`src/hw/rtl/mavt_pkg.sv`:
```
// ----------------------------------------------------------------------------
// Multi-turn angle and velocity tracker package
// Shared widths, register reset values, register indexes and control types.
// ----------------------------------------------------------------------------
`default_nettype none

package mavt_pkg;

    // Defaults for the top-level parameters.
    localparam int ANGLE_BITS_DEF = 12;
    localparam int TURN_BITS_DEF  = 20;
    localparam int TIMER_BITS_DEF = 24;

    // Fixed field widths.
    localparam int POS_W  = 32;
    localparam int VEL_W  = 48;
    localparam int THR_W  = 12;
    localparam int RATE_W = 28;
    localparam int INTV_W = 24;

    // Serial multiply and divide.
    localparam int MAG_W       = POS_W;
    localparam int PROD_W      = MAG_W + RATE_W;
    localparam int MUL_DIGIT_W = 2;
    localparam int MUL_STEPS   = RATE_W / MUL_DIGIT_W;
    localparam int DIV_STEPS   = VEL_W;
    localparam int CNT_W       = $clog2(DIV_STEPS);

    // Configuration channel.
    localparam int CFG_IDX_W  = 3;
    localparam int CFG_DATA_W = 28;

    localparam logic [THR_W-1:0]  WRAP_THRESHOLD_RST   = 12'd3277;
    localparam logic [RATE_W-1:0] TICK_RATE_HZ_RST     = 28'd170000000;
    localparam logic [INTV_W-1:0] MAX_INTERVAL_RST     = 24'd16777215;
    localparam logic [INTV_W-1:0] DEFAULT_INTERVAL_RST = 24'd170000;
    localparam logic              REVERSE_RST          = 1'b0;

    typedef enum logic [CFG_IDX_W-1:0] {
        REG_WRAP_THRESHOLD   = 3'd0,
        REG_TICK_RATE_HZ     = 3'd1,
        REG_MAX_INTERVAL     = 3'd2,
        REG_DEFAULT_INTERVAL = 3'd3,
        REG_REVERSE          = 3'd4
    } cfg_idx_t;

    typedef struct packed {
        logic [THR_W-1:0]  wrap_threshold;
        logic [RATE_W-1:0] tick_rate_hz;
        logic [INTV_W-1:0] max_interval_ticks;
        logic [INTV_W-1:0] default_interval_ticks;
        logic              reverse_direction;
    } cfg_t;

    typedef struct packed {
        logic start;
        logic take;
    } md_ctrl_t;

endpackage

`default_nettype wire

```
`src/hw/rtl/mavt_if.sv`:
```
// ----------------------------------------------------------------------------
// Multi-turn angle and velocity tracker channel interfaces
// Valid/ready channels for samples, results and register writes.
// ----------------------------------------------------------------------------
`default_nettype none

interface mavt_sample_if #(
    parameter int ANGLE_BITS = mavt_pkg::ANGLE_BITS_DEF,
    parameter int TIMER_BITS = mavt_pkg::TIMER_BITS_DEF
);
    logic                  valid;
    logic                  ready;
    logic [ANGLE_BITS-1:0] enc_angle;
    logic [TIMER_BITS-1:0] timestamp;

    modport source (output valid, output enc_angle, output timestamp, input ready);
    modport sink   (input valid, input enc_angle, input timestamp, output ready);
endinterface

interface mavt_result_if;
    logic                              valid;
    logic                              ready;
    logic signed [mavt_pkg::POS_W-1:0] position;
    logic signed [mavt_pkg::VEL_W-1:0] velocity;
    logic                              interval_substituted;

    modport source (output valid, output position, output velocity,
                    output interval_substituted, input ready);
    modport sink   (input valid, input position, input velocity,
                    input interval_substituted, output ready);
endinterface

interface mavt_cfg_if;
    logic                                valid;
    logic                                ready;
    logic [mavt_pkg::CFG_IDX_W-1:0]      index;
    logic [mavt_pkg::CFG_DATA_W-1:0]     data;

    modport source (output valid, output index, output data, input ready);
    modport sink   (input valid, input index, input data, output ready);
endinterface

`default_nettype wire

```
`src/hw/rtl/multiturn_angle_velocity_tracker.sv`:
```
// ----------------------------------------------------------------------------
// Multi-turn angle and velocity tracker
// Counts encoder revolutions, reports position in counts and velocity in
// counts per second from a down-counting timer stamp.
// ----------------------------------------------------------------------------
//
//   Channel   Direction   Payload
//   sample    in          enc_angle, timestamp
//   result    out         position, velocity, interval_substituted
//   cfg       in          index, data (write only, always ready)
//
// A sample transaction is taken only after the previous one has passed the 14
// radix-4 multiply steps and the 48 one-bit restoring divide steps of the serial
// velocity unit, plus load, setup, overflow check, saturation, hand-off and
// return to idle. An overflowing quotient skips the divide.
// Reset clears the turn count, the previous angle, position and stamp, and
// loads the register defaults. A result waiting on result.ready does not stop
// the next sample from being taken; only a second finished result waits.
`default_nettype none

module multiturn_angle_velocity_tracker #(
    parameter int ANGLE_BITS = mavt_pkg::ANGLE_BITS_DEF,
    parameter int TURN_BITS  = mavt_pkg::TURN_BITS_DEF,
    parameter int TIMER_BITS = mavt_pkg::TIMER_BITS_DEF
) (
    input  wire logic     clk,
    input  wire logic     rst_n,
    mavt_sample_if.sink   sample,
    mavt_result_if.source result,
    mavt_cfg_if.sink      cfg
);

    localparam int DT_W = (TIMER_BITS > mavt_pkg::INTV_W) ? TIMER_BITS : mavt_pkg::INTV_W;

    typedef enum logic [2:0] {
        ST_IDLE  = 3'b001,
        ST_TRACK = 3'b010,
        ST_CALC  = 3'b100
    } state_t;

    state_t                     state_reg;
    state_t                     state_next;
    logic                       out_valid_reg;
    logic [mavt_pkg::POS_W-1:0] position_reg;
    logic [mavt_pkg::VEL_W-1:0] velocity_reg;
    logic                       subst_reg;

    mavt_pkg::cfg_t             regs;
    mavt_pkg::md_ctrl_t         md_ctrl;
    logic                       sample_fire;
    logic                       take;
    logic                       md_done;
    logic [mavt_pkg::VEL_W-1:0] md_velocity;
    logic [mavt_pkg::POS_W-1:0] trk_position;
    logic [mavt_pkg::POS_W-1:0] trk_dpos;
    logic [DT_W-1:0]            trk_dt;
    logic                       trk_subst;

    mavt_cfg u_cfg (
        .clk  (clk),
        .rst_n(rst_n),
        .cfg  (cfg),
        .regs (regs)
    );

    mavt_track #(
        .ANGLE_BITS(ANGLE_BITS),
        .TURN_BITS (TURN_BITS),
        .TIMER_BITS(TIMER_BITS),
        .DT_W      (DT_W)
    ) u_track (
        .clk      (clk),
        .rst_n    (rst_n),
        .load     (sample_fire),
        .enc_angle(sample.enc_angle),
        .timestamp(sample.timestamp),
        .cfg      (regs),
        .position (trk_position),
        .dpos     (trk_dpos),
        .dt       (trk_dt),
        .subst    (trk_subst)
    );

    mavt_muldiv #(
        .DT_W(DT_W)
    ) u_muldiv (
        .clk     (clk),
        .rst_n   (rst_n),
        .ctrl    (md_ctrl),
        .dpos    (trk_dpos),
        .dt      (trk_dt),
        .rate    (regs.tick_rate_hz),
        .reverse (regs.reverse_direction),
        .done    (md_done),
        .velocity(md_velocity)
    );

    assign sample.ready  = (state_reg == ST_IDLE);
    assign sample_fire   = sample.valid && sample.ready;
    assign take          = (state_reg == ST_CALC) && md_done && (!out_valid_reg || result.ready);
    assign md_ctrl.start = (state_reg == ST_TRACK);
    assign md_ctrl.take  = take;

    always_comb
    begin
        state_next = state_reg;
        unique case (state_reg)
            ST_IDLE:
            begin
                if (sample_fire)
                begin
                    state_next = ST_TRACK;
                end
            end
            ST_TRACK:
            begin
                state_next = ST_CALC;
            end
            ST_CALC:
            begin
                if (take)
                begin
                    state_next = ST_IDLE;
                end
            end
            default:
            begin
                state_next = ST_IDLE;
            end
        endcase
    end

    always_ff @(posedge clk or negedge rst_n)
    begin
        if (!rst_n)
        begin
            state_reg     <= ST_IDLE;
            out_valid_reg <= 1'b0;
        end
        else
        begin
            state_reg <= state_next;
            if (take)
            begin
                out_valid_reg <= 1'b1;
            end
            else if (result.ready)
            begin
                out_valid_reg <= 1'b0;
            end
        end
    end

    always_ff @(posedge clk)
    begin
        if (take)
        begin
            position_reg <= trk_position;
            velocity_reg <= md_velocity;
            subst_reg    <= trk_subst;
        end
    end

    assign result.valid                = out_valid_reg;
    assign result.position             = position_reg;
    assign result.velocity             = velocity_reg;
    assign result.interval_substituted = subst_reg;

endmodule

`default_nettype wire

```
`src/hw/rtl/mavt_cfg.sv`:
```
// ----------------------------------------------------------------------------
// Configuration registers
// Holds the five control registers written over the configuration channel.
// ----------------------------------------------------------------------------
`default_nettype none

module mavt_cfg (
    input  wire logic      clk,
    input  wire logic      rst_n,
    mavt_cfg_if.sink       cfg,
    output mavt_pkg::cfg_t regs
);

    mavt_pkg::cfg_t regs_reg;
    mavt_pkg::cfg_t regs_next;

    assign cfg.ready = 1'b1;
    assign regs      = regs_reg;

    always_comb
    begin
        regs_next = regs_reg;
        if (cfg.valid)
        begin
            unique case (mavt_pkg::cfg_idx_t'(cfg.index))
                mavt_pkg::REG_WRAP_THRESHOLD:
                    regs_next.wrap_threshold = cfg.data[mavt_pkg::THR_W-1:0];
                mavt_pkg::REG_TICK_RATE_HZ:
                    regs_next.tick_rate_hz = cfg.data[mavt_pkg::RATE_W-1:0];
                mavt_pkg::REG_MAX_INTERVAL:
                    regs_next.max_interval_ticks = cfg.data[mavt_pkg::INTV_W-1:0];
                mavt_pkg::REG_DEFAULT_INTERVAL:
                    regs_next.default_interval_ticks = cfg.data[mavt_pkg::INTV_W-1:0];
                mavt_pkg::REG_REVERSE:
                    regs_next.reverse_direction = cfg.data[0];
                default:
                    regs_next = regs_reg;
            endcase
        end
    end

    always_ff @(posedge clk or negedge rst_n)
    begin
        if (!rst_n)
        begin
            regs_reg.wrap_threshold         <= mavt_pkg::WRAP_THRESHOLD_RST;
            regs_reg.tick_rate_hz           <= mavt_pkg::TICK_RATE_HZ_RST;
            regs_reg.max_interval_ticks     <= mavt_pkg::MAX_INTERVAL_RST;
            regs_reg.default_interval_ticks <= mavt_pkg::DEFAULT_INTERVAL_RST;
            regs_reg.reverse_direction      <= mavt_pkg::REVERSE_RST;
        end
        else
        begin
            regs_reg <= regs_next;
        end
    end

endmodule

`default_nettype wire

```
`src/hw/rtl/mavt_track.sv`:
```
// ----------------------------------------------------------------------------
// Turn tracker
// Detects revolution wraps, builds the position and measures the interval.
// ----------------------------------------------------------------------------
`default_nettype none

module mavt_track #(
    parameter int ANGLE_BITS = mavt_pkg::ANGLE_BITS_DEF,
    parameter int TURN_BITS  = mavt_pkg::TURN_BITS_DEF,
    parameter int TIMER_BITS = mavt_pkg::TIMER_BITS_DEF,
    parameter int DT_W       = mavt_pkg::INTV_W
) (
    input  wire logic                        clk,
    input  wire logic                        rst_n,
    input  wire logic                        load,
    input  wire logic [ANGLE_BITS-1:0]       enc_angle,
    input  wire logic [TIMER_BITS-1:0]       timestamp,
    input  wire mavt_pkg::cfg_t              cfg,
    output logic [mavt_pkg::POS_W-1:0]       position,
    output logic [mavt_pkg::POS_W-1:0]       dpos,
    output logic [DT_W-1:0]                  dt,
    output logic                             subst
);

    localparam int CMP_W = (ANGLE_BITS > mavt_pkg::THR_W) ? ANGLE_BITS : mavt_pkg::THR_W;

    logic [ANGLE_BITS-1:0]      angle_reg;
    logic [TURN_BITS-1:0]       turn_reg;
    logic [TURN_BITS-1:0]       turn_next;
    logic [mavt_pkg::POS_W-1:0] pos_reg;
    logic [mavt_pkg::POS_W-1:0] pos_next;
    logic [TIMER_BITS-1:0]      ts_reg;
    logic [mavt_pkg::POS_W-1:0] dpos_reg;
    logic [mavt_pkg::POS_W-1:0] dpos_next;
    logic [DT_W-1:0]            dt_reg;
    logic [DT_W-1:0]            dt_next;
    logic                       subst_reg;
    logic                       subst_next;

    logic [ANGLE_BITS-1:0]      jump;
    logic                       jump_up;
    logic [mavt_pkg::POS_W-1:0] turn_ext;
    logic [TIMER_BITS-1:0]      elapsed;
    logic [DT_W-1:0]            dt_sel;

    always_comb
    begin
        if (enc_angle >= angle_reg)
        begin
            jump    = enc_angle - angle_reg;
            jump_up = (jump != '0);
        end
        else
        begin
            jump    = angle_reg - enc_angle;
            jump_up = 1'b0;
        end

        // A large forward jump is a wrap backward through zero, and vice versa.
        turn_next = turn_reg;
        if (CMP_W'(jump) > CMP_W'(cfg.wrap_threshold))
        begin
            turn_next = jump_up ? (turn_reg - 1'b1) : (turn_reg + 1'b1);
        end

        turn_ext  = mavt_pkg::POS_W'($signed(turn_next));
        pos_next  = {turn_ext[mavt_pkg::POS_W-ANGLE_BITS-1:0], enc_angle};
        dpos_next = pos_next - pos_reg;

        elapsed    = ts_reg - timestamp;
        subst_next = (elapsed == '0) || (DT_W'(elapsed) > DT_W'(cfg.max_interval_ticks));
        dt_sel     = subst_next ? DT_W'(cfg.default_interval_ticks) : DT_W'(elapsed);
        dt_next    = (dt_sel == '0) ? DT_W'(1) : dt_sel;
    end

    always_ff @(posedge clk or negedge rst_n)
    begin
        if (!rst_n)
        begin
            angle_reg <= '0;
            turn_reg  <= '0;
            pos_reg   <= '0;
            ts_reg    <= '0;
        end
        else if (load)
        begin
            angle_reg <= enc_angle;
            turn_reg  <= turn_next;
            pos_reg   <= pos_next;
            ts_reg    <= timestamp;
        end
    end

    always_ff @(posedge clk)
    begin
        if (load)
        begin
            dpos_reg  <= dpos_next;
            dt_reg    <= dt_next;
            subst_reg <= subst_next;
        end
    end

    assign position = pos_reg;
    assign dpos     = dpos_reg;
    assign dt       = dt_reg;
    assign subst    = subst_reg;

endmodule

`default_nettype wire

```
`src/hw/rtl/mavt_muldiv.sv`:
```
// ----------------------------------------------------------------------------
// Serial velocity unit
// Radix-4 shift-add multiply by the tick rate, then a one-bit-per-cycle
// restoring divide by the interval, with sign handling and saturation.
// ----------------------------------------------------------------------------
`default_nettype none

module mavt_muldiv #(
    parameter int DT_W = mavt_pkg::INTV_W
) (
    input  wire logic                         clk,
    input  wire logic                         rst_n,
    input  wire mavt_pkg::md_ctrl_t           ctrl,
    input  wire logic [mavt_pkg::POS_W-1:0]   dpos,
    input  wire logic [DT_W-1:0]              dt,
    input  wire logic [mavt_pkg::RATE_W-1:0]  rate,
    input  wire logic                         reverse,
    output logic                              done,
    output logic [mavt_pkg::VEL_W-1:0]        velocity
);

    localparam int MAG_W  = mavt_pkg::MAG_W;
    localparam int PROD_W = mavt_pkg::PROD_W;
    localparam int VEL_W  = mavt_pkg::VEL_W;
    localparam int RATE_W = mavt_pkg::RATE_W;
    localparam int DIG_W  = mavt_pkg::MUL_DIGIT_W;
    localparam int CNT_W  = mavt_pkg::CNT_W;
    localparam int HI_W   = PROD_W - VEL_W;

    localparam logic [VEL_W-1:0] VEL_NEG_LIM = {1'b1, {(VEL_W-1){1'b0}}};
    localparam logic [VEL_W-1:0] VEL_POS_LIM = {1'b0, {(VEL_W-1){1'b1}}};

    typedef enum logic [6:0] {
        ST_IDLE = 7'b0000001,
        ST_PREP = 7'b0000010,
        ST_MUL  = 7'b0000100,
        ST_DCHK = 7'b0001000,
        ST_DIV  = 7'b0010000,
        ST_FIN  = 7'b0100000,
        ST_DONE = 7'b1000000
    } md_state_t;

    md_state_t             state_reg;
    md_state_t             state_next;
    logic [CNT_W-1:0]      cnt_reg;
    logic [CNT_W-1:0]      cnt_next;

    logic                  neg_reg;
    logic [MAG_W-1:0]      mag_reg;
    logic [MAG_W+1:0]      mag3_reg;
    logic [RATE_W-1:0]     rate_reg;
    logic [PROD_W-1:0]     prod_reg;
    logic                  ovf_reg;
    logic [DT_W-1:0]       rem_reg;
    logic [VEL_W-1:0]      quot_reg;
    logic [VEL_W-1:0]      vel_reg;

    logic [DIG_W-1:0]      digit;
    logic [MAG_W+1:0]      addend;
    logic [HI_W-1:0]       prod_hi;
    logic                  hi_ovf;
    logic [DT_W:0]         rem_sh;
    logic                  rem_ge;
    logic                  nonzero;
    logic                  vel_neg;
    logic [VEL_W-1:0]      neg_mag;
    logic [VEL_W-1:0]      vel_next;

    always_comb
    begin
        digit = rate_reg[RATE_W-1 -: DIG_W];
        unique case (digit)
            2'd0:    addend = '0;
            2'd1:    addend = {2'b00, mag_reg};
            2'd2:    addend = {1'b0, mag_reg, 1'b0};
            2'd3:    addend = mag3_reg;
            default: addend = '0;
        endcase

        // With the top bits already at or above the divisor the quotient
        // cannot fit the velocity field, so the divide is skipped.
        prod_hi = prod_reg[PROD_W-1:VEL_W];
        hi_ovf  = (DT_W'(prod_hi) >= dt);

        rem_sh = {rem_reg, quot_reg[VEL_W-1]};
        rem_ge = (rem_sh >= {1'b0, dt});

        nonzero = ovf_reg || (quot_reg != '0);
        vel_neg = (neg_reg ^ reverse) && nonzero;
        if (vel_neg)
        begin
            neg_mag  = (ovf_reg || (quot_reg > VEL_NEG_LIM)) ? VEL_NEG_LIM : quot_reg;
            vel_next = '0 - neg_mag;
        end
        else
        begin
            neg_mag  = quot_reg;
            vel_next = (ovf_reg || quot_reg[VEL_W-1]) ? VEL_POS_LIM : quot_reg;
        end
    end

    always_comb
    begin
        state_next = state_reg;
        cnt_next   = cnt_reg;
        unique case (state_reg)
            ST_IDLE:
            begin
                if (ctrl.start)
                begin
                    state_next = ST_PREP;
                end
            end
            ST_PREP:
            begin
                state_next = ST_MUL;
                cnt_next   = CNT_W'(mavt_pkg::MUL_STEPS - 1);
            end
            ST_MUL:
            begin
                cnt_next = cnt_reg - 1'b1;
                if (cnt_reg == '0)
                begin
                    state_next = ST_DCHK;
                end
            end
            ST_DCHK:
            begin
                cnt_next   = CNT_W'(mavt_pkg::DIV_STEPS - 1);
                state_next = hi_ovf ? ST_FIN : ST_DIV;
            end
            ST_DIV:
            begin
                cnt_next = cnt_reg - 1'b1;
                if (cnt_reg == '0)
                begin
                    state_next = ST_FIN;
                end
            end
            ST_FIN:
            begin
                state_next = ST_DONE;
            end
            ST_DONE:
            begin
                if (ctrl.take)
                begin
                    state_next = ST_IDLE;
                end
            end
            default:
            begin
                state_next = ST_IDLE;
            end
        endcase
    end

    always_ff @(posedge clk or negedge rst_n)
    begin
        if (!rst_n)
        begin
            state_reg <= ST_IDLE;
            cnt_reg   <= '0;
        end
        else
        begin
            state_reg <= state_next;
            cnt_reg   <= cnt_next;
        end
    end

    always_ff @(posedge clk)
    begin
        if (state_reg == ST_IDLE && ctrl.start)
        begin
            neg_reg  <= dpos[MAG_W-1];
            mag_reg  <= dpos[MAG_W-1] ? (~dpos + 1'b1) : dpos;
            rate_reg <= rate;
            prod_reg <= '0;
        end
        if (state_reg == ST_PREP)
        begin
            mag3_reg <= {2'b00, mag_reg} + {1'b0, mag_reg, 1'b0};
        end
        if (state_reg == ST_MUL)
        begin
            prod_reg <= (prod_reg << DIG_W) + PROD_W'(addend);
            rate_reg <= rate_reg << DIG_W;
        end
        if (state_reg == ST_DCHK)
        begin
            ovf_reg  <= hi_ovf;
            rem_reg  <= DT_W'(prod_hi);
            quot_reg <= prod_reg[VEL_W-1:0];
        end
        if (state_reg == ST_DIV)
        begin
            rem_reg  <= rem_ge ? DT_W'(rem_sh - {1'b0, dt}) : rem_sh[DT_W-1:0];
            quot_reg <= {quot_reg[VEL_W-2:0], rem_ge};
        end
        if (state_reg == ST_FIN)
        begin
            vel_reg <= vel_next;
        end
    end

    assign done     = (state_reg == ST_DONE);
    assign velocity = vel_reg;

endmodule

`default_nettype wire

```
`src/flat_wrapper.sv`:
```
// flat-port wrapper written by rule: the top's interface ports become plain ports
module multiturn_angle_velocity_tracker_flat 
#(
    parameter int ANGLE_BITS = mavt_pkg::ANGLE_BITS_DEF,
    parameter int TURN_BITS  = mavt_pkg::TURN_BITS_DEF,
    parameter int TIMER_BITS = mavt_pkg::TIMER_BITS_DEF
)
  (clk, rst_n, sample_valid, sample_enc_angle, sample_timestamp, sample_ready, result_valid, result_position, result_velocity, result_interval_substituted, result_ready, cfg_valid, cfg_index, cfg_data, cfg_ready);
  mavt_sample_if #(.ANGLE_BITS(ANGLE_BITS), .TIMER_BITS(TIMER_BITS)) sample_i ();
  mavt_result_if result_i ();
  mavt_cfg_if cfg_i ();
  input  wire logic clk;
  input  wire logic rst_n;
  input wire logic [$bits(sample_i.valid)-1:0] sample_valid;
  input wire logic [$bits(sample_i.enc_angle)-1:0] sample_enc_angle;
  input wire logic [$bits(sample_i.timestamp)-1:0] sample_timestamp;
  output wire logic [$bits(sample_i.ready)-1:0] sample_ready;
  output wire logic [$bits(result_i.valid)-1:0] result_valid;
  output wire logic [$bits(result_i.position)-1:0] result_position;
  output wire logic [$bits(result_i.velocity)-1:0] result_velocity;
  output wire logic [$bits(result_i.interval_substituted)-1:0] result_interval_substituted;
  input wire logic [$bits(result_i.ready)-1:0] result_ready;
  input wire logic [$bits(cfg_i.valid)-1:0] cfg_valid;
  input wire logic [$bits(cfg_i.index)-1:0] cfg_index;
  input wire logic [$bits(cfg_i.data)-1:0] cfg_data;
  output wire logic [$bits(cfg_i.ready)-1:0] cfg_ready;
  assign sample_i.valid = sample_valid;
  assign sample_i.enc_angle = sample_enc_angle;
  assign sample_i.timestamp = sample_timestamp;
  assign sample_ready = sample_i.ready;
  assign result_valid = result_i.valid;
  assign result_position = result_i.position;
  assign result_velocity = result_i.velocity;
  assign result_interval_substituted = result_i.interval_substituted;
  assign result_i.ready = result_ready;
  assign cfg_i.valid = cfg_valid;
  assign cfg_i.index = cfg_index;
  assign cfg_i.data = cfg_data;
  assign cfg_ready = cfg_i.ready;
  multiturn_angle_velocity_tracker #(.ANGLE_BITS(ANGLE_BITS), .TURN_BITS(TURN_BITS), .TIMER_BITS(TIMER_BITS)) u_core (.clk(clk), .rst_n(rst_n), .sample(sample_i), .result(result_i), .cfg(cfg_i));
endmodule
```
`config.mk`:
```
export PLATFORM = sky130hd
export DESIGN_NAME = multiturn_angle_velocity_tracker_flat
export DESIGN_NICKNAME = d
export VERILOG_FILES = /design/src/hw/rtl/mavt_pkg.sv /design/src/hw/rtl/mavt_if.sv /design/src/hw/rtl/multiturn_angle_velocity_tracker.sv /design/src/hw/rtl/mavt_cfg.sv /design/src/hw/rtl/mavt_track.sv /design/src/hw/rtl/mavt_muldiv.sv /design/src/flat_wrapper.sv
export SDC_FILE = /design/constraint.sdc
export NUM_CORES = 1
export LEC_CHECK = 0
export BUFFER_PORTS_ARGS = -buffer_cell sky130_fd_sc_hd__buf_2
export CORE_UTILIZATION = 38
export DETAILED_ROUTE_END_ITERATION = 7
export GPL_ROUTABILITY_DRIVEN = 0
export SYNTH_ARGS = -nofsm -noshare
export SYNTH_HDL_FRONTEND = slang
export SYNTH_HIERARCHICAL = 1
export SYNTH_SLANG_ARGS = --single-unit
export TNS_END_PERCENT = 5
```
`constraint.sdc`:
```
create_clock -name clk -period 13.95 [get_ports clk]
set_clock_uncertainty 0.15 [all_clocks]
set_input_delay 1.395 -clock clk [delete_from_list [all_inputs] [get_ports clk]]
set_output_delay 1.395 -clock clk [all_outputs]
set_load 0.02 [all_outputs]
```
==> impl_metrics.json <==
{
  "drtIter0Drc": 1609,
  "grt_max_degree": 82,
  "routed_wl_um": 78500,
  "cts_hold_buf": 0,
  "avgSynthCellArea_um2": 10.7,
  "h-tree-depth": 3,
  "tns_ps": 0,
  "area_growth_pct": 12.7,
  "worstPathArrival_ps": 9080,
  "wl_per_cell_um": 17.3,
  "ir_drop_mv": 0.217,
  "worst_pin_slew_ps": 1100,
  "grt-ovfl-total": 0,
  "hold_path.class": "reg2reg",
  "cp_slowest_cell": "o41ai_1",
  "power.density_mw_per_mm2": 247,
  "startpoint_type": "input port",
  "fp.dieW_um": 301,
  "synth_cells": 3170,
  "ys_types": 104,
  "yosys-top-cells-count": "edfxtp_1, nand2_1, ha_1",
  "fp.dieArea_mm2": 0.0909,
  "antenna_found_initial": 2,
  "multi_input_area_mm2": 0.0164,
  "core.rowCount": 109,
  "async_flop_share": 0.281,
  "portBuffers": 154,
  "violations": "DRC",
  "post_dp_cell_area_mm2": 0.0361,
  "grt_pass1_vias": 23255,
  "ys_seq_elements": 576,
  "dp_hpwl_um": 56500,
  "clk_pin_slew_ps": 60,
  "status": "finished with violations",
  "yosys_warnings": 6,
  "hold_viol_final": 0,
  "seqCellArea_mm2": 0.0165,
  "holdPathStages": 0,
  "ant_nets": 0,
  "insertion_delay_ps": 610,
  "critical_path_class": "in2reg",
  "maxSlewHeadroom": 0.265,
  "final.fill_count": 8450,
  "largest_register_ffs": 89,
  "rsz0062_at_grt": "false",
  "syn_area_mm2": 0.0341,
  "crit_path_max_incr_delay_ps": 750,
  "avgViaCountPerCell": 5.34,
  "instances_no_fill": 4531,
  "cts_buffer_depth": 3,
  "fin_area_mm2": 0.0384,
  "yosysSeqAreaShare": 0.485,
  "drc": 15,
  "holdWs_ps": 267,
  "place_ws_ps": 4390,
  "synth.most_common_cell": "edfxtp_1",
  "worstRegToRegCells": 33,
  "first_pass_iters": 8,
  "diodes": 0,
  "post_cts_buffers": 0,
  "syn_nets": 3472,
  "synth_top_flop_cell": "edfxtp_1",
  "fmax_ghz": 0.113,
  "cts_made_buffers": 67,
  "cts_resized": 0,
  "grt_pass1_wl_um": 127000,
  "start_util": 0.384,
  "maxSlewViolCount": 0,
  "drive_above_1_share": 0.143,
  "die_h_um": 301,
  "setup_ws_ps": 5080,
  "crit_required_ps": 14160,
  "p_leak_nw": 15.6,
  "yosysTopAreaCellShare": 0.363,
  "cp-end-kind": "register",
  "tritoncts": "done",
  "track_usage": 0.173,
  "setup_viol": 0,
  "vias": 24204,
  "cts_sinks": 576,
  "crit_fanout": 18,
  "layout_min_cycle_time_ps": 8870,
  "synth-edff-count": 412,
  "coreArea_mm2": 0.0886,
  "power.total_mw": 9.48,
  "utilization": 0.433,
  "io_pins": 156,
  "post-route-period-util": 0.636,
  "fin_nets": 3615,
  "cts-root-buf": "clkbuf_16",
  "dp_cells": 4409,
  "synth.top_cells.by_area": "edfxtp_1, dfrtp_1, ha_1",
  "max-cap-violations": 0,
  "yosys.area.top_type": "edfxtp_1"
}
report_power, final:
| group | total (mW) | internal (mW) | switching [mW] |
|---|---|---|---|
| combinational | 4.97 | 2.15 | 2.81 |
| sequential | 2.69 | 2.45 | 0.246 |
| clock | 1.82 | 1.10 | 0.721 |
layout by cell type (no fill, tap or decap), types with 112 or more instances in the layout:
master,n
a21oi_1,155
buf_2,153
dfrtp_1,112
edfxtp_1,412
ha_1,223
inv_1,192
nand2_1,334
nor2_1,205
o21ai_0,181
xnor2_1,124
logic make-up after synthesis:
kind of cell               Yosys count  share of synthesized area
xor gates and xnor gates           197                     0.0506
other                                1                   0.000110
DFF                                576                      0.485
adders and majority gates          230                     0.0860
muxes                              199                     0.0652
buffers and inverters              300                     0.0348
and+or+nand+nor                    912                      0.130
AOI/OAI and AO/OA                  755                      0.148
cell type report:
type | instances | area share
Sequential cell | 576 | 0.430
Multi-Input combinational cell | 2294 | 0.428
Clock buffer | 85 | 0.0473
Tap cell | 1165 | 0.0380
Timing Repair Buffer | 182 | 0.0257
Inverter | 192 | 0.0188
Clock inverter | 37 | 0.0121
routing by layer:
| metal | GRT usage | vias up | wire (µm) | part of all wire |
|---|---|---|---|---|
| met2 | 0.266 | 545 | 34500 | 0.44 |
| li1 | - | 11958 | - | - |
| met4 | 0.0450 | 2 | 1750 | 0.022 |
| met5 | 0 | - | 13 | 0.00017 |
| met1 | 0.251 | 11585 | 38500 | 0.49 |
| met3 | 0.0269 | 114 | 3750 | 0.048 |
worst max-delay path: cells and delay by family:
| family | cells | cell delay, ps |
|---|---|---|
| AOI/OAI and AO/OA | 14 | 3290 |
| xor gates and xnor gates | 3 | 360 |
| adders and majority gates | 4 | 1300 |
| buffers and inverters | 4 | 830 |
| muxes | 1 | 270 |
| and+or+nand+nor | 9 | 1640 |
worst paths after layout:
| check | from | slack [ps] | to |
|---|---|---|---|
| max in group asynchronous | rst_n | 11100 | u_core/u_track/turn_reg[3] |
| worst min-delay path | u_core/u_muldiv/velocity[37] | 270 | u_core/result.velocity[37] |
| worst max-delay path | sample_enc_angle[0] | 5080 | u_core/u_track/dpos[28] |
| worst max register to register | u_core/u_track/angle_reg[0] | 5640 | u_core/u_track/dpos[28] |
| min in group asynchronous | rst_n | 550 | u_core/u_track/ts_reg[10] |
| worst min register to register | u_core/u_muldiv/velocity[37] | 270 | u_core/result.velocity[37] |
(Power assumes the default switching activity.)
